`config.mk`:
```
export PLATFORM = sky130hd
export DESIGN_NAME = tcp_server_connection_fsm_flat
export DESIGN_NICKNAME = d
export VERILOG_FILES = /design/src/hdl/tsc_pkg.sv /design/src/hdl/tsc_if.sv /design/src/hdl/tsc_front.sv /design/src/hdl/tsc_queue.sv /design/src/hdl/tsc_back.sv /design/src/hdl/tcp_server_connection_fsm.sv /design/src/flat_wrapper.sv
export SDC_FILE = /design/constraint.sdc
export NUM_CORES = 1
export LEC_CHECK = 0
export ABC_AREA = 1
export ABC_CLOCK_PERIOD_IN_PS = 7940
export BUFFER_PORTS_ARGS = -buffer_cell sky130_fd_sc_hd__buf_2
export CAP_MARGIN = 25
export CORE_MARGIN = 3
export CORE_UTILIZATION = 60
export DETAILED_ROUTE_END_ITERATION = 16
export MAX_ROUTING_LAYER = met4
export PLACE_DENSITY = 0.81
export SLEW_MARGIN = 20
export SYNTH_ARGS = -nofsm -noshare
export SYNTH_HDL_FRONTEND = slang
export SYNTH_SLANG_ARGS = --single-unit
```
`constraint.sdc`:
```
create_clock -name clk -period 7.94 [get_ports clk]
set_input_delay 0.397 -clock clk [delete_from_list [all_inputs] [get_ports clk]]
set_output_delay 0.397 -clock clk [all_outputs]
set_load 0.03 [all_outputs]
```
`src/hdl/tsc_pkg.sv`:
```
`default_nettype none

package tsc_pkg;

    localparam int QUEUE_DEPTH_DEFAULT = 2;

    localparam int CFG_INDEX_BITS = 2;
    localparam int CFG_DATA_BITS  = 16;

    localparam logic [5:0] FLAG_FIN = 6'h01;
    localparam logic [5:0] FLAG_SYN = 6'h02;
    localparam logic [5:0] FLAG_RST = 6'h04;
    localparam logic [5:0] FLAG_ACK = 6'h10;

    localparam logic [15:0] IP_HDR_BYTES = 16'd20;

    typedef enum logic [CFG_INDEX_BITS-1:0] {
        CFG_LISTEN_PORT   = 2'd0,
        CFG_LISTEN_ENABLE = 2'd1,
        CFG_WINDOW_SIZE   = 2'd2
    } cfg_index_t;

    typedef enum logic [3:0] {
        ST_CLOSED      = 4'd0,
        ST_LISTEN      = 4'd1,
        ST_SYN_RCVD    = 4'd2,
        ST_ESTABLISHED = 4'd3,
        ST_FIN_WAIT1   = 4'd4,
        ST_FIN_WAIT2   = 4'd5,
        ST_CLOSE_WAIT  = 4'd6,
        ST_TIME_WAIT   = 4'd7,
        ST_LAST_ACK    = 4'd8,
        ST_CLOSING     = 4'd9
    } conn_state_t;

    typedef enum logic [1:0] {
        SK_CLOSED    = 2'd0,
        SK_OPENED    = 2'd1,
        SK_CONNECTED = 2'd2,
        SK_CLOSING   = 2'd3
    } sock_status_t;

    typedef enum logic [1:0] {
        KIND_TICK    = 2'd0,
        KIND_SEGMENT = 2'd1,
        KIND_IGNORE  = 2'd2
    } item_kind_t;

    typedef struct packed {
        logic        func;
        logic [5:0]  seg_flags;
        logic [31:0] seg_seq;
        logic [31:0] seg_ack;
        logic [15:0] seg_src_port;
        logic [15:0] seg_dst_port;
        logic [15:0] ip_total_length;
        logic [5:0]  tcp_header_bytes;
        logic [15:0] timer_sample;
    } in_item_t;

    typedef struct packed {
        logic        matched;
        logic        send_reply;
        logic [5:0]  reply_flags;
        logic [31:0] reply_seq;
        logic [31:0] reply_ack;
        logic [15:0] reply_src_port;
        logic [15:0] reply_dst_port;
        logic [3:0]  conn_state_out;
        logic [1:0]  socket_status_out;
        logic        data_ready;
        logic [15:0] data_bytes;
    } out_item_t;

    typedef struct packed {
        item_kind_t  kind;
        logic [5:0]  seg_flags;
        logic [31:0] seg_seq;
        logic [31:0] seg_ack;
        logic [15:0] seg_src_port;
        logic [15:0] seg_dst_port;
        logic [15:0] payload_len;
        logic [15:0] timer_sample;
    } q_item_t;

endpackage

`default_nettype wire

```
`src/hdl/tsc_if.sv`:
```
`default_nettype none

interface tsc_item_if;
    logic              valid;
    logic              ready;
    tsc_pkg::in_item_t data;

    modport source (output valid, output data, input ready);
    modport sink   (input valid, input data, output ready);
endinterface

interface tsc_result_if;
    logic               valid;
    logic               ready;
    tsc_pkg::out_item_t data;

    modport source (output valid, output data, input ready);
    modport sink   (input valid, input data, output ready);
endinterface

`default_nettype wire

```
`src/hdl/tsc_front.sv`:
```
`default_nettype none

module tsc_front (
    input  wire logic                                clk,
    input  wire logic                                rst_n,
    input  wire logic                                cfg_we,
    input  wire logic [tsc_pkg::CFG_INDEX_BITS-1:0]  cfg_index,
    input  wire logic [tsc_pkg::CFG_DATA_BITS-1:0]   cfg_wdata,
    input  wire logic                                in_valid,
    input  wire tsc_pkg::in_item_t                   in_data,
    output logic                                     in_ready,
    input  wire logic                                q_ready,
    output logic                                     q_push,
    output tsc_pkg::q_item_t                         q_data
);

    logic [15:0] listen_port_reg;
    logic        listen_enable_reg;

    always_ff @(posedge clk or negedge rst_n) begin
        if (!rst_n) begin
            listen_port_reg   <= '0;
            listen_enable_reg <= 1'b0;
        end else if (cfg_we) begin
            // The window register has no effect on any result, so its writes are dropped.
            unique case (tsc_pkg::cfg_index_t'(cfg_index))
                tsc_pkg::CFG_LISTEN_PORT:   listen_port_reg   <= cfg_wdata[15:0];
                tsc_pkg::CFG_LISTEN_ENABLE: listen_enable_reg <= cfg_wdata[0];
                default: ;
            endcase
        end
    end

    assign in_ready = q_ready;
    assign q_push   = in_valid && q_ready;

    always_comb begin
        q_data.seg_flags    = in_data.seg_flags;
        q_data.seg_seq      = in_data.seg_seq;
        q_data.seg_ack      = in_data.seg_ack;
        q_data.seg_src_port = in_data.seg_src_port;
        q_data.seg_dst_port = in_data.seg_dst_port;
        q_data.timer_sample = in_data.timer_sample;
        q_data.payload_len  = in_data.ip_total_length - tsc_pkg::IP_HDR_BYTES
                              - {10'd0, in_data.tcp_header_bytes};
        if (in_data.func) begin
            q_data.kind = tsc_pkg::KIND_TICK;
        end else if (listen_enable_reg && (in_data.seg_dst_port == listen_port_reg)) begin
            q_data.kind = tsc_pkg::KIND_SEGMENT;
        end else begin
            q_data.kind = tsc_pkg::KIND_IGNORE;
        end
    end

endmodule

`default_nettype wire

```
`src/hdl/tsc_queue.sv`:
```
`default_nettype none

module tsc_queue #(
    parameter int DEPTH = tsc_pkg::QUEUE_DEPTH_DEFAULT
) (
    input  wire logic             clk,
    input  wire logic             rst_n,
    input  wire logic             push,
    input  wire tsc_pkg::q_item_t push_data,
    output logic                  push_ready,
    input  wire logic             pop,
    output logic                  pop_valid,
    output tsc_pkg::q_item_t      pop_data
);

    localparam int PTR_BITS   = (DEPTH > 1) ? $clog2(DEPTH) : 1;
    localparam int COUNT_BITS = $clog2(DEPTH + 1);
    localparam logic [PTR_BITS-1:0]   PTR_LAST  = PTR_BITS'(DEPTH - 1);
    localparam logic [COUNT_BITS-1:0] COUNT_MAX = COUNT_BITS'(DEPTH);

    tsc_pkg::q_item_t mem [DEPTH];

    logic [PTR_BITS-1:0]   wr_ptr_reg;
    logic [PTR_BITS-1:0]   rd_ptr_reg;
    logic [COUNT_BITS-1:0] count_reg;
    logic [PTR_BITS-1:0]   wr_ptr_next;
    logic [PTR_BITS-1:0]   rd_ptr_next;
    logic [COUNT_BITS-1:0] count_next;

    assign push_ready = (count_reg != COUNT_MAX);
    assign pop_valid  = (count_reg != '0);
    assign pop_data   = mem[rd_ptr_reg];

    always_comb begin
        wr_ptr_next = wr_ptr_reg;
        rd_ptr_next = rd_ptr_reg;
        count_next  = count_reg;
        if (push) begin
            wr_ptr_next = (wr_ptr_reg == PTR_LAST) ? '0 : wr_ptr_reg + 1'b1;
        end
        if (pop) begin
            rd_ptr_next = (rd_ptr_reg == PTR_LAST) ? '0 : rd_ptr_reg + 1'b1;
        end
        if (push && !pop) begin
            count_next = count_reg + 1'b1;
        end else if (pop && !push) begin
            count_next = count_reg - 1'b1;
        end
    end

    always_ff @(posedge clk or negedge rst_n) begin
        if (!rst_n) begin
            wr_ptr_reg <= '0;
            rd_ptr_reg <= '0;
            count_reg  <= '0;
        end else begin
            wr_ptr_reg <= wr_ptr_next;
            rd_ptr_reg <= rd_ptr_next;
            count_reg  <= count_next;
        end
    end

    always_ff @(posedge clk) begin
        if (push) begin
            mem[wr_ptr_reg] <= push_data;
        end
    end

endmodule

`default_nettype wire

```
`src/hdl/tsc_back.sv`:
```
`default_nettype none

module tsc_back (
    input  wire logic             clk,
    input  wire logic             rst_n,
    input  wire logic             q_valid,
    input  wire tsc_pkg::q_item_t q_data,
    output logic                  q_pop,
    output logic                  out_valid,
    output tsc_pkg::out_item_t    out_data,
    input  wire logic             out_ready
);

    tsc_pkg::conn_state_t  state_reg, state_next, cur_state;
    tsc_pkg::sock_status_t sock_reg, sock_next, cur_sock;
    logic [31:0] local_seq_reg, local_seq_next;
    logic [31:0] remote_ack_reg, remote_ack_next;
    logic [31:0] unacked_seq_reg, unacked_seq_next;
    logic [15:0] isn_upper_reg, isn_upper_next;
    logic        pending_reg, pending_next;
    logic [15:0] pending_len_reg, pending_len_next;
    logic        out_valid_reg, out_valid_next;
    tsc_pkg::out_item_t out_data_reg, out_data_next;

    logic        send;
    logic        matched;
    logic [5:0]  code;
    logic        has_fin, has_syn, has_rst, has_ack;
    logic [31:0] seq_plus_payload;
    logic [31:0] seq_plus_one;
    logic [31:0] isn;

    assign q_pop     = q_valid && (!out_valid_reg || out_ready);
    assign out_valid = out_valid_reg;
    assign out_data  = out_data_reg;

    assign has_fin = |(q_data.seg_flags & tsc_pkg::FLAG_FIN);
    assign has_syn = |(q_data.seg_flags & tsc_pkg::FLAG_SYN);
    assign has_rst = |(q_data.seg_flags & tsc_pkg::FLAG_RST);
    assign has_ack = |(q_data.seg_flags & tsc_pkg::FLAG_ACK);

    assign seq_plus_payload = q_data.seg_seq + {16'd0, q_data.payload_len};
    assign seq_plus_one     = q_data.seg_seq + 32'd1;
    assign isn              = {isn_upper_reg, q_data.timer_sample};

    always_comb begin
        state_next       = state_reg;
        sock_next        = sock_reg;
        local_seq_next   = local_seq_reg;
        remote_ack_next  = remote_ack_reg;
        unacked_seq_next = unacked_seq_reg;
        isn_upper_next   = isn_upper_reg;
        pending_next     = pending_reg;
        pending_len_next = pending_len_reg;
        send             = 1'b0;
        matched          = 1'b0;
        code             = '0;
        cur_state        = has_rst ? tsc_pkg::ST_CLOSED : state_reg;
        cur_sock         = has_rst ? tsc_pkg::SK_CLOSED : sock_reg;

        if (q_data.kind == tsc_pkg::KIND_TICK) begin
            isn_upper_next = isn_upper_reg + 16'd1;
        end else if (q_data.kind == tsc_pkg::KIND_SEGMENT) begin
            matched    = 1'b1;
            state_next = cur_state;
            sock_next  = cur_sock;
            unique case (cur_state) inside
                tsc_pkg::ST_CLOSED: begin
                    if (has_ack) begin
                        local_seq_next = q_data.seg_ack;
                        code           = tsc_pkg::FLAG_RST;
                    end else begin
                        local_seq_next  = '0;
                        remote_ack_next = seq_plus_payload + {31'd0, has_syn | has_fin};
                        code            = tsc_pkg::FLAG_RST | tsc_pkg::FLAG_ACK;
                    end
                    send       = 1'b1;
                    state_next = tsc_pkg::ST_LISTEN;
                end
                tsc_pkg::ST_LISTEN: begin
                    if (has_ack) begin
                        local_seq_next = q_data.seg_ack;
                        code           = tsc_pkg::FLAG_RST;
                        send           = 1'b1;
                    end else if (has_syn) begin
                        code             = tsc_pkg::FLAG_SYN | tsc_pkg::FLAG_ACK;
                        remote_ack_next  = seq_plus_one;
                        local_seq_next   = isn;
                        unacked_seq_next = isn + 32'd1;
                        state_next       = tsc_pkg::ST_SYN_RCVD;
                        sock_next        = tsc_pkg::SK_OPENED;
                        send             = 1'b1;
                    end
                end
                tsc_pkg::ST_SYN_RCVD: begin
                    if (has_syn) begin
                        state_next = tsc_pkg::ST_CLOSED;
                        sock_next  = tsc_pkg::SK_CLOSED;
                        code       = tsc_pkg::FLAG_RST;
                        send       = 1'b1;
                    end
                    if (has_ack) begin
                        local_seq_next = q_data.seg_ack;
                        state_next     = tsc_pkg::ST_ESTABLISHED;
                        sock_next      = tsc_pkg::SK_CONNECTED;
                    end
                end
                tsc_pkg::ST_ESTABLISHED: begin
                    if (has_syn) begin
                        state_next = tsc_pkg::ST_CLOSED;
                        sock_next  = tsc_pkg::SK_CLOSED;
                        code       = tsc_pkg::FLAG_RST;
                        send       = 1'b1;
                    end else begin
                        local_seq_next  = q_data.seg_ack;
                        remote_ack_next = seq_plus_payload
                                          + {31'd0, (q_data.payload_len == '0)};
                        if (has_fin) begin
                            code       = tsc_pkg::FLAG_ACK;
                            send       = 1'b1;
                            state_next = tsc_pkg::ST_CLOSE_WAIT;
                            sock_next  = tsc_pkg::SK_CLOSING;
                        end else if (has_ack) begin
                            if (cur_sock == tsc_pkg::SK_CLOSING) begin
                                code       = tsc_pkg::FLAG_FIN;
                                send       = 1'b1;
                                state_next = tsc_pkg::ST_FIN_WAIT1;
                            end else if (q_data.payload_len != '0) begin
                                pending_next     = 1'b1;
                                pending_len_next = q_data.payload_len;
                                code             = tsc_pkg::FLAG_ACK;
                                send             = 1'b1;
                            end
                        end
                    end
                end
                tsc_pkg::ST_FIN_WAIT1: begin
                    if (has_fin) begin
                        sock_next       = tsc_pkg::SK_CLOSING;
                        code            = tsc_pkg::FLAG_ACK;
                        state_next      = tsc_pkg::ST_CLOSING;
                        send            = 1'b1;
                        local_seq_next  = q_data.seg_ack;
                        remote_ack_next = seq_plus_one;
                    end else if (has_ack) begin
                        sock_next  = tsc_pkg::SK_CLOSING;
                        state_next = tsc_pkg::ST_FIN_WAIT2;
                    end
                end
                tsc_pkg::ST_FIN_WAIT2, tsc_pkg::ST_CLOSING: begin
                    if (has_fin) begin
                        code            = tsc_pkg::FLAG_ACK;
                        state_next      = tsc_pkg::ST_TIME_WAIT;
                        send            = 1'b1;
                        local_seq_next  = q_data.seg_ack;
                        remote_ack_next = seq_plus_one;
                    end
                end
                tsc_pkg::ST_CLOSE_WAIT: begin
                    if (has_fin) begin
                        code            = tsc_pkg::FLAG_FIN;
                        state_next      = tsc_pkg::ST_LAST_ACK;
                        send            = 1'b1;
                        local_seq_next  = q_data.seg_ack;
                        remote_ack_next = seq_plus_one;
                    end
                end
                tsc_pkg::ST_TIME_WAIT: begin
                    state_next = tsc_pkg::ST_CLOSED;
                end
                tsc_pkg::ST_LAST_ACK: begin
                    if (has_ack) begin
                        state_next = tsc_pkg::ST_CLOSED;
                    end
                end
                default: begin
                    state_next = tsc_pkg::ST_CLOSED;
                    sock_next  = tsc_pkg::SK_CLOSED;
                end
            endcase
        end

        out_data_next.matched           = matched;
        out_data_next.send_reply        = send;
        out_data_next.reply_flags       = send ? code : '0;
        out_data_next.reply_seq         = send ? local_seq_next : '0;
        out_data_next.reply_ack         = send ? remote_ack_next : '0;
        out_data_next.reply_src_port    = send ? q_data.seg_dst_port : '0;
        out_data_next.reply_dst_port    = send ? q_data.seg_src_port : '0;
        out_data_next.conn_state_out    = state_next;
        out_data_next.socket_status_out = sock_next;
        out_data_next.data_ready        = pending_next;
        out_data_next.data_bytes        = pending_len_next;

        if (q_pop) begin
            out_valid_next = 1'b1;
        end else if (out_ready) begin
            out_valid_next = 1'b0;
        end else begin
            out_valid_next = out_valid_reg;
        end
    end

    always_ff @(posedge clk or negedge rst_n) begin
        if (!rst_n) begin
            state_reg       <= tsc_pkg::ST_CLOSED;
            sock_reg        <= tsc_pkg::SK_CLOSED;
            local_seq_reg   <= '0;
            remote_ack_reg  <= '0;
            unacked_seq_reg <= '0;
            isn_upper_reg   <= '0;
            pending_reg     <= 1'b0;
            pending_len_reg <= '0;
            out_valid_reg   <= 1'b0;
        end else begin
            out_valid_reg <= out_valid_next;
            if (q_pop) begin
                state_reg       <= state_next;
                sock_reg        <= sock_next;
                local_seq_reg   <= local_seq_next;
                remote_ack_reg  <= remote_ack_next;
                unacked_seq_reg <= unacked_seq_next;
                isn_upper_reg   <= isn_upper_next;
                pending_reg     <= pending_next;
                pending_len_reg <= pending_len_next;
            end
        end
    end

    always_ff @(posedge clk) begin
        if (q_pop) begin
            out_data_reg <= out_data_next;
        end
    end

endmodule

`default_nettype wire

```
`src/hdl/tcp_server_connection_fsm.sv`:
```
// Server-side TCP connection machine for one client of one listening port.
// The item channel carries either a parsed segment header (func = 0) or a
// service tick (func = 1); the result channel returns exactly one result
// transaction per item, in order, with the reply header fields, a send
// strobe and the connection state after the update.
// Configuration is written through cfg_we, cfg_index and cfg_wdata while
// the block is idle: index 0 is the listening port, 1 the enable bit and
// 2 the window size. Writes to index 3 are ignored.
// An item is classified by the front end as it is accepted and enters a
// small queue. The back end takes one queued item per cycle while the
// output register is empty or being read, updates the connection state
// and loads the output register. Items pass through the queue and then
// the output register, one per cycle while the receiver takes results.
// When the receiver stalls, the result holds in the output register and
// the queue keeps accepting items until it is full; item ready then drops.
// Reset clears the connection state, sequence numbers, pending data, the
// queue and the configuration; the window size reaches no result field
// and is not stored.

`default_nettype none

module tcp_server_connection_fsm #(
    parameter int QUEUE_DEPTH = tsc_pkg::QUEUE_DEPTH_DEFAULT
) (
    input  wire logic                               clk,
    input  wire logic                               rst_n,
    input  wire logic                               cfg_we,
    input  wire logic [tsc_pkg::CFG_INDEX_BITS-1:0] cfg_index,
    input  wire logic [tsc_pkg::CFG_DATA_BITS-1:0]  cfg_wdata,
    tsc_item_if.sink                                item,
    tsc_result_if.source                            result
);

    logic             q_push;
    logic             q_ready;
    logic             q_pop;
    logic             q_valid;
    tsc_pkg::q_item_t q_push_data;
    tsc_pkg::q_item_t q_pop_data;

    tsc_front u_front (
        .clk       (clk),
        .rst_n     (rst_n),
        .cfg_we    (cfg_we),
        .cfg_index (cfg_index),
        .cfg_wdata (cfg_wdata),
        .in_valid  (item.valid),
        .in_data   (item.data),
        .in_ready  (item.ready),
        .q_ready   (q_ready),
        .q_push    (q_push),
        .q_data    (q_push_data)
    );

    tsc_queue #(
        .DEPTH (QUEUE_DEPTH)
    ) u_queue (
        .clk        (clk),
        .rst_n      (rst_n),
        .push       (q_push),
        .push_data  (q_push_data),
        .push_ready (q_ready),
        .pop        (q_pop),
        .pop_valid  (q_valid),
        .pop_data   (q_pop_data)
    );

    tsc_back u_back (
        .clk       (clk),
        .rst_n     (rst_n),
        .q_valid   (q_valid),
        .q_data    (q_pop_data),
        .q_pop     (q_pop),
        .out_valid (result.valid),
        .out_data  (result.data),
        .out_ready (result.ready)
    );

endmodule

`default_nettype wire

```
`src/flat_wrapper.sv`:
```
// flat-port wrapper written by rule: the top's interface ports become plain ports
module tcp_server_connection_fsm_flat 
#(
    parameter int QUEUE_DEPTH = tsc_pkg::QUEUE_DEPTH_DEFAULT
)
  (clk, rst_n, cfg_we, cfg_index, cfg_wdata, item_valid, item_data, item_ready, result_valid, result_data, result_ready);
  tsc_item_if item_i ();
  tsc_result_if result_i ();
  input  wire logic clk;
  input  wire logic rst_n;
  input  wire logic cfg_we;
  input  wire logic [tsc_pkg::CFG_INDEX_BITS-1:0] cfg_index;
  input  wire logic [tsc_pkg::CFG_DATA_BITS-1:0] cfg_wdata;
  input wire logic [$bits(item_i.valid)-1:0] item_valid;
  input wire logic [$bits(item_i.data)-1:0] item_data;
  output wire logic [$bits(item_i.ready)-1:0] item_ready;
  output wire logic [$bits(result_i.valid)-1:0] result_valid;
  output wire logic [$bits(result_i.data)-1:0] result_data;
  input wire logic [$bits(result_i.ready)-1:0] result_ready;
  assign item_i.valid = item_valid;
  assign item_i.data = item_data;
  assign item_ready = item_i.ready;
  assign result_valid = result_i.valid;
  assign result_data = result_i.data;
  assign result_i.ready = result_ready;
  tcp_server_connection_fsm #(.QUEUE_DEPTH(QUEUE_DEPTH)) u_core (.clk(clk), .rst_n(rst_n), .cfg_we(cfg_we), .cfg_index(cfg_index), .cfg_wdata(cfg_wdata), .item(item_i), .result(result_i));
endmodule
```
Yosys cells after proc, flatten, opt, wreduce, memory -nomap -nowiden
Memories as Yosys holds them, arrays and structs flattened.
Index checks and enable logic that the tools add are counted.
{"block": "classes", "n_addsub": 11, "mul": 0, "n_div": 0, "order_cmp": 0, "eq_ne": 14, "n_shift": 0, "muxes": 96, "bitwise": 3, "reduce_logical": 25}
{"op": "$mux 32", "n": 15}
{"op": "$pmux 32 s5", "n": 1}
{"op": "$mux 16", "n": 8}
{"op": "$pmux 32 s4", "n": 1}
{"op": "$add 32x1->32", "n": 2}
{"op": "$mux 4", "n": 16}
{"op": "$mux 5", "n": 9}
{"op": "$pmux 6 s6", "n": 1}
{"op": "$add 32x1->32 const B", "n": 1}
{"op": "$add 32x16->32", "n": 1}
{"op": "$pmux 4 s8", "n": 1}
{"op": "$mux 2", "n": 15}
{"op": "$mux 1", "n": 26}
{"op": "$add 16x1->16 const B", "n": 1}
{"op": "$eq 16x16->1", "n": 1}
{"op": "$eq 4x3->1 const B", "n": 4}
{"op": "$logic_not 16->1", "n": 1}
{"op": "$reduce_bool 16->1", "n": 1}
{"op": "$sub 16x5->16 const B", "n": 1}
{"op": "$sub 16x6->16", "n": 1}
{"op": "$pmux 2 s5", "n": 1}
{"op": "$eq 4x2->1 const B", "n": 2}
{"op": "$eq 4x4->1 const B", "n": 2}
{"op": "$reduce_and 2->1", "n": 3}
{"op": "other kinds (21)", "n": 34}
{"block": "totals", "ff_bits": 252, "latchBits": 0, "ramBits": 272, "rom_bits": 0, "input_bits": 164, "out_inout_bits": 129, "elab_cells": 174, "n_memories": 1}
{"memory": "u_core.u_queue.mem", "words": 2, "width": 136, "read_ports": 1, "rd_clocked_by_memory_dff": 0, "write_ports": 1, "line_no": "tsc_queue.sv:21", "rtl": "tsc_pkg::q_item_t mem [DEPTH];"}

Logic depth before layout (Yosys ltp)
Gate-level depths: netlist of the first run.
An unclocked memory read counts as a cell.
{"block": "depth", "depth_word": 12, "depth_mapped": 32}

Hierarchy
From an unflattened synthesis of the first run, not the netlist that was laid out.
{"block": "hier_totals", "hier_cells": 3181, "area_unflattened_um2": 28807.6}
{"module": "tsc_back", "instances": 1, "cells_each": 2341, "area_each_um2": 16133.0, "seq_area_each_um2": 6356.1}
{"module": "tsc_queue", "instances": 1, "cells_each": 448, "area_each_um2": 10099.7, "seq_area_each_um2": 8267.9}
{"module": "tsc_front", "instances": 1, "cells_each": 392, "area_each_um2": 2575.0, "seq_area_each_um2": 425.4}

Worst setup path before layout of the first run
OpenSTA, ideal clock, no wires.
{"block": "synth_timing", "path_kind": "register to register", "startpoint": "reg u_core.u_queue.count_reg[0]", "endpoint": "mem u_core.u_queue.mem[1][0] (netlist bit), enable pin", "setup_time_ps": 631, "t_arrival_ps": 6393, "slack_ps": 917, "stages_incl_launch_ff": 5, "n_path_buf": 0, "period_less_slack_ps": 7023, "cell_sequence": "dfrtp_1 -> inv_1 -> nand2_1 -> nand2_1 -> nor2_1"}
{"block": "synth_between", "elab_chain_len": 4}
{"item": "start, declared", "line_no": "tsc_queue.sv:25", "rtl": "logic [COUNT_BITS-1:0] count_reg;"}
{"item": "start signal, assigned", "line_no": "tsc_queue.sv:59", "rtl": "count_reg <= count_next;"}
{"item": "$ne 2x2->1", "line_no": "tsc_queue.sv:30", "rtl": "assign push_ready = (count_reg != COUNT_MAX);"}
{"item": "net item_ready", "line_no": "flat_wrapper.sv:16", "rtl": "output wire logic [$bits(item_i.ready)-1:0] item_ready;"}
{"item": "$logic_and 1x1->1", "line_no": "tsc_front.sv:35", "rtl": "assign q_push = in_valid && q_ready;"}
{"item": "$mux 1", "line_no": "tsc_queue.sv:64", "rtl": "if (push) begin"}
{"item": "$mux 1 (implied by the code)", "line_no": "tsc_queue.sv:65", "rtl": "mem[wr_ptr_reg] <= push_data;"}
{"item": "end, declared", "line_no": "tsc_queue.sv:21"}
The timed path passes the listed nets, and every way through them passes these cells.

Worst setup path in the final report of the first run
{"block": "layout_timing", "startpoint": "reg u_core.u_queue.rd_ptr_reg", "endpoint": "reg u_core.u_back.out_data_reg (netlist bit u_core.u_back.out_data[86]) (data pin)"}
{"block": "layout_between", "elab_chain_len": 10}
{"item": "start, declared", "line_no": "tsc_queue.sv:24", "rtl": "logic [PTR_BITS-1:0] rd_ptr_reg;"}
{"item": "start signal, assigned", "line_no": "tsc_queue.sv:58", "rtl": "rd_ptr_reg <= rd_ptr_next;"}
{"item": "$mem_v2 2x136 (*)"}
{"item": "parallel branches: the longest is 9 deep, another holds $add 32x16->32"}
{"item": "end signal, assigned", "line_no": "tsc_back.sv:232", "rtl": "out_data_reg <= out_data_next;"}
{"item": "end, declared", "line_no": "tsc_back.sv:23", "rtl": "tsc_pkg::out_item_t out_data_reg, out_data_next;"}
Mark *: on every way between the ends.
A chain may end at the register's enable or synchronous reset.

==> reports/metrics.yaml, run 1 <==
synth:
  async_reset_ff_share_pct: 24.1
  synth_area_per_cell_um2: 8.94
  ys_seq_elements: 518
  synth_most_common_cell: "nand2_1"
  synth_area_um2: 27100
  synth_edf_count: 393
  synthDistinctLibCells: 69
  synthTopCellsByCount: "nand2_1, edfxtp_1, inv_1"
  synth-warning-count: 0
  netlist.area_leader.share_pct: 43.5
  ys.flop_type: "edfxtp_1"
  synth_area_leaders: "edfxtp_1, nand2_1, dfrtp_1"
  syn_inst: 3031
  yosys.area.top_type: "edfxtp_1"
  ys_seq_area_share_pct: 55.1
global_routing:
  grt_busiest_layer: "met2"
  grt_pass1_vias: 23800
  overflow: 0
  met3_usage_pct: 6.26
  grt_max_degree: 194
  met2_usage_pct: 61.8
  grt_use_met1_pct: 48.7
  grt_use_total_pct: 38.3
  antenna_found_initial: 2
  grt_pass1_wl_um: 136000
layout:
  largest_reg_flops: 268
  fin_nets: 3606
  layout-drive-gt1-share_pct: 16.2
  area_growth_pct: 17.8
  fin_area_um2: 31900
clock_tree:
  clkTransAtPathRegs_ns: 0.07
  clk_path_buf_depth: 3
  cts_buffers: 51
  cts_tree: "built"
  insertion_delay_ns: 0.62
  htree_num_levels: 2
  cts_sinks: 518
  cts_setup_buffers: 0
  cts-root-buf: "clkbuf_16"
drt:
  detail_route.vias_per_cell: 5.99
  drcViolationCount: 0
  drtPass1Iterations: 6
  drt_iter0_markers: 3448
  num_vias: 24200
  wl_um: 89800
  postRouteAntennaNets: 0
  routedWlPerCell_um: 22.2
timing:
  rsz0062_at_grt: "false"
  fin_crit_ns: 5.54
  hold_viol_final: 0
  worst_pin_slew_ns: 1.05
  hold-worst-slack_ns: 0.0275
  tns_ns: 0
  setup_viol: 0
  maxSlewViolCount: 0
  fmax_ghz: 0.181
  skew_ns: 0.0324
  slew_headroom_pct: 30.0
  finalCritPeriodShare_pct: 69.7
worst_setup_path:
  path_class: "register to register"
  crit_path_start_kind: "register"
  crit_path_end_kind: "register"
  cp_max_fo: 78
  cp.arrival_ns: 5.86
  worstPathRequired_ns: 8.26
place:
  place_congestion: 0.974
  dp_hpwl_um: 57200
  dpl_cell_area_um2: 29000
  port_buffers: 288
power:
  total_power_mw: 13.8
  p_per_area_nw_per_um2: 431
  max-vdd-ir-drop_mv: 0.328
  p_leak_nw: 13.8
floorplan:
  rows: 77
  fp.dieH_um: 219
  die-area_um2: 47800
  io_pins: 293
  core_um2: 44400
  start_util_pct: 61.0
  die_w_um: 219
hold_path:
  hold_path_class: "primary input to register"
status:
  status: "complete, no violations"
run:
  max_cap_viol_count: 0
-- repair_timing --
action | 4_1_cts | 5_1_grt
resized for setup | 0 | 0
hold endpoints to repair | 265 | 2
hold buffers | 106 | 1
-- routing by layer --
layer  vias to the layer above  share of wire (%)
li1                      10900                  -
met1                     11500                 38
met2                      1570                 48
met3                       314                9.2
met4                         0                4.7
met5                         -                  0
-- path summary, 6_finish.rpt --
kind                                                endpoint                 startpoint  cells after the start  slack [ns]
hold / removal                     u_core.u_queue.mem[0][40]              item_data[46]                      1        0.03
setup reg to reg                  u_core.u_back.out_data[86]  u_core.u_queue.rd_ptr_reg                     26        2.40
min in group asynchronous  u_core.u_back.pending_len_reg[12]                      rst_n                      2        0.38
hold reg to reg                    u_core.u_back.pending_reg  u_core.u_back.pending_reg                      2        0.48
max in group asynchronous   u_core.u_back.remote_ack_reg[27]                      rst_n                      4        6.29
setup / recovery                  u_core.u_back.out_data[86]  u_core.u_queue.rd_ptr_reg                     26        2.40
-- report_power, final --
part	internal [mW]	switching (mW)
logic	1.70	5.28
registers	3.90	0.333
clock network	1.43	1.11
-- area by class of cell --
class	instances	area [µm²]
timing repair buffer	419	2780
sequential	518	14900
fill	3105	12500
clock buffer	66	1400
tap	592	741
clock inverter	30	342
antenna	3	7.51
inverter	368	1380
multi-input combinational	2047	10300
-- metrics by stage --
stage                     instances  utilization (%)  setup WS, ns
after floorplan                3032                -         0.917
after global placement         3831             65.2          2.02
after detailed placement       3834             65.3          1.96
after CTS                      4036             71.7          1.83
after global routing           4042             71.9          1.99
final                          4043             71.9          2.40
-- critical path, stage by stage (launching register included) --
cell,delay (ns)
dfrtp_4,0.65
buf_4,0.78
mux2i_1,0.25
inv_1,0.20
ha_1,0.25
inv_1,0.08
fa_1,0.43
inv_1,0.10
nand2_1,0.08
nand2_1,0.16
nand3_1,0.12
nand2_1,0.12
nand2_1,0.11
nand2_1,0.21
nand2_1,0.13
nand2_1,0.10
nand2_1,0.06
nand2_1,0.21
nand2_1,0.13
nor2_2,0.36
nand3_1,0.20
nor2_1,0.13
nand2_1,0.06
nand3_1,0.08
nand2_1,0.05
nand2_1,0.07
a21oi_1,0.06
-- placed cells by master (no fill, tap or decap), types with 14 or more instances in the layout --
| cell | synthesis | layout |
|---|---|---|
| nand2_1 | 896 | 894 |
| edfxtp_1 | 393 | 393 |
| inv_1 | 338 | 338 |
| buf_2 | 23 | 287 |
| o21ai_0 | 202 | 202 |
| nor2_1 | 203 | 200 |
| nand3_1 | 175 | 175 |
| dfrtp_1 | 125 | 124 |
| dlygate4sd3_1 | 0 | 107 |
| a21oi_1 | 101 | 100 |
| clkbuf_16 | 0 | 52 |
| o21ai_1 | 45 | 45 |
| mux2i_1 | 36 | 36 |
| xor2_1 | 35 | 35 |
| ha_1 | 35 | 35 |
| nand2_2 | 33 | 34 |
| nand4_1 | 33 | 33 |
| inv_2 | 28 | 27 |
| nor2_2 | 26 | 26 |
| o22ai_1 | 25 | 25 |
| a31oi_1 | 25 | 25 |
| nor3_1 | 19 | 19 |
| nor2_4 | 16 | 19 |
| buf_4 | 17 | 17 |
| or2_2 | 15 | 15 |
| xnor2_1 | 14 | 14 |
-- kinds of logic (layout without fill, tap and decap cells) --
family                     Yosys count  in the layout  share of synthesized area (%)
and+or+nand+nor                   1457           1457                           23.3
DFF                                518            518                           55.1
buffers and inverters              467            883                           7.00
AOI/OAI and AO/OA                  452            452                           9.27
xor gates and xnor gates            50             50                           1.64
muxes                               49             49                           1.87
adders and majority gates           37             37                           1.76
other                                1              5                         0.0138
(Power assumes the default switching activity.)
==> run 2: changes to the inputs <==
--- a/config.mk
+++ b/config.mk
@@ -6,7 +6,7 @@
 export NUM_CORES = 1
 export LEC_CHECK = 0
 export ABC_AREA = 1
-export ABC_CLOCK_PERIOD_IN_PS = 7940
+export ABC_CLOCK_PERIOD_IN_PS = 5800
 export BUFFER_PORTS_ARGS = -buffer_cell sky130_fd_sc_hd__buf_2
 export CAP_MARGIN = 25
 export CORE_MARGIN = 3
==> constraint.sdc (replaced) <==
create_clock -name clk -period 5.8 [get_ports clk]
set_input_delay 0.29 -clock clk [delete_from_list [all_inputs] [get_ports clk]]
set_output_delay 0.29 -clock clk [all_outputs]
set_load 0.03 [all_outputs]
==> run 2 against run 1 <==
First-iteration DRC count shrank 13%. Clock power is 46% higher. Critical endpoint is now u_core.u_back.out_data[75]. Largest cell class unchanged. Largest power group unchanged. Utilization grew 1.1 points. Clock skew increased by 0.036 ns. Register-to-register slack got worse by 1.6 ns. Hold slack better by 0.012 ns. Count of clock-buffer cells in the layout increased by 7. Sequential power grew 38%. Wire length grew 2.3%.
==> reports/metrics.yaml, run 2 (same netlist as run 1, synthesis figures left out) <==
timing:
  skew_ns: 0.0680
  hold_viol_final: 0
  fmax_ghz: 0.202
  tns_ns: 0
  setup_viol: 0
  finalCritPeriodShare_pct: 85.5
  slew_headroom_pct: 30.3
  fin_crit_ns: 4.96
  layout_setup_ws_ns: 0.843
  worst_pin_slew_ns: 1.05
  maxSlewViolCount: 0
  rsz0062_at_grt: "false"
floorplan:
  start_util_pct: 61.0
  rows: 77
  core_um2: 44400
  die-area_um2: 47800
  die_w_um: 219
  fp.dieH_um: 219
  io_pins: 293
place:
  place_congestion: 0.962
  place_ws_ns: 1.01
  dp_hpwl_um: 58200
  dpl_cell_area_um2: 29100
  port_buffers: 288
worst_setup_path:
  slowest_delay_ns: 0.63
  cp.arrival_ns: 5.28
  worstPathRequired_ns: 6.12
  critPathTopFamily: "simple AND/OR/NAND/NOR gates"
  path_class: "register to register"
  cp_common_cell: "nand2_1"
  worstPathCellList: "buf_4, mux2i_1, inv_1, ha_1, nand2_1, nor2_1, nand4_1, nand3_1, nand2_1, nand2_1, nand2_1, nor2_2, nand2_1, nor2_1, nand2_1, xor2_1, a22oi_2, a21oi_1"
  slowest_stage: "dfrtp_4"
  crit_buf_inv: 2
  crit_path_end_kind: "register"
  cp_max_fo: 39
  crit_path_start_kind: "register"
layout:
  layout_commonest_cell: "nand2_1"
  fin_area_um2: 32400
  largest_reg_flops: 268
  num-fill-cells: 3015
  diodes: 0
  layout_common_cells: "nand2_1, edfxtp_1, inv_1, buf_2, o21ai_0"
  layout-drive-gt1-share_pct: 16.4
  area_growth_pct: 19.6
  fin_nets: 3650
drt:
  detail_route.vias_per_cell: 5.99
  wl_um: 91800
  num_vias: 24500
  routedWlPerCell_um: 22.5
  drtPass1Iterations: 7
  drt_iter0_markers: 2989
  postRouteAntennaNets: 0
  drcViolationCount: 0
power:
  p_per_area_nw_per_um2: 591
  max-vdd-ir-drop_mv: 0.561
  p_leak_nw: 14.0
status:
  status: "complete, no violations"
global_routing:
  grt_pass1_vias: 24400
  antenna_found_initial: 0
  grt_pass1_wl_um: 140000
  overflow: 0
  grt_use_total_pct: 39.5
  grt_max_degree: 96
clock_tree:
  cts_buffers: 54
  cts_sinks: 518
  insertion_delay_ns: 0.64
  htree_num_levels: 2
  clk_path_buf_depth: 3
  clkTransAtPathRegs_ns: 0.06
  cts-root-buf: "clkbuf_16"
  cts_tree: "built"
run:
  max_cap_viol_count: 0
hold_path:
  hold_path_class: "primary input to register"
run 2: changes by cell type in the layout (fill, tap and decap cells not counted), moves of 2 or more:
| cell | change |
|---|---|
| inv_6 | +4 |
| clkbuf_1 | +2 |
| dlygate4sd3_1 | +32 |
| diode_2 | -3 |
| clkinv_1 | -2 |
| buf_4 | +12 |
| buf_8 | -2 |
| clkinvlp_4 | -3 |
| clkbuf_16 | +4 |
run 2: report_power, final:
part | switching (mW) | leakage, nW | total (mW) | internal, mW
sequential | 0.490 | 5.35 | 5.84 | 5.35
combinational | 7.25 | 7.73 | 9.61 | 2.36
clock | 1.57 | 0.919 | 3.71 | 2.14
run 2: metrics by stage:
stage / utilization [%] / hold slack (ns) / cells / total power, mW
4_1_cts: 72.9 / 0.00677 / 4086 / 18.8
3_3_place_gp: 65.4 / 0.232 / 3843 / 14.7
6_report: 73.0 / 0.0398 / 4087 / 19.2
2_1_floorplan: - / -0.00559 / 3032 / 12.2
3_5_place_dp: 65.5 / 0.239 / 3845 / 14.9
5_1_grt: 73.0 / 0.0430 / 4087 / 20.2
run 2: worst register-to-register path, stage by stage (launching register included):
cell	delay, ns
dfrtp_4	0.63
buf_4	0.51
mux2i_1	0.44
inv_1	0.16
ha_1	0.43
nand2_1	0.13
nor2_1	0.22
nand4_1	0.19
nand3_1	0.22
nand2_1	0.07
nand2_1	0.27
nand2_1	0.19
nor2_2	0.24
nand2_1	0.10
nor2_1	0.27
nand2_1	0.14
xor2_1	0.18
a22oi_2	0.17
a21oi_1	0.08
run 2: repair_timing:
action                    in CTS  in global routing
hold endpoints to repair     297                  0
gates resized for setup        0                  0
hold buffers                 139                  0
buffers inserted               0                  0
run 2: worst paths after layout:
| kind | start | to | slack, ns | depth (start not counted) |
|---|---|---|---|---|
| setup / recovery | u_core.u_queue.rd_ptr_reg | u_core.u_back.out_data[75] | 0.84 | 18 |
| hold / removal | item_data[35] | u_core.u_queue.mem[0][29] | 0.04 | 2 |
| setup reg to reg | u_core.u_queue.rd_ptr_reg | u_core.u_back.out_data[75] | 0.84 | 18 |
| hold reg to reg | u_core.u_back.pending_reg | u_core.u_back.pending_reg | 0.49 | 2 |
| max in group asynchronous | rst_n | u_core.u_queue.rd_ptr_reg | 4.25 | 3 |
| min in group asynchronous | rst_n | u_core.u_back.pending_len_reg[11] | 0.14 | 2 |
run 2: area by class of cell:
cell class	instances	area, µm²	share of cell area [%]
clock buffers	73	1530	4.71
inverters	368	1380	4.27
clock inverters	29	375	1.16
repair buffers	460	3130	9.66
well taps	592	741	2.29
multi-input cells	2047	10300	31.9
flip-flops and latches	518	14900	46.1
run 2: metal layers:
| layer | track usage, % | up-vias | part of all wire, % |
|---|---|---|---|
| li1 | - | 10900 | - |
| met1 | 48.6 | 11600 | 37 |
| met2 | 64.9 | 1577 | 49 |
| met3 | 6.85 | 307 | 9.1 |
| met4 | 16.5 | 0 | 4.6 |
| met5 | - | - | 0 |
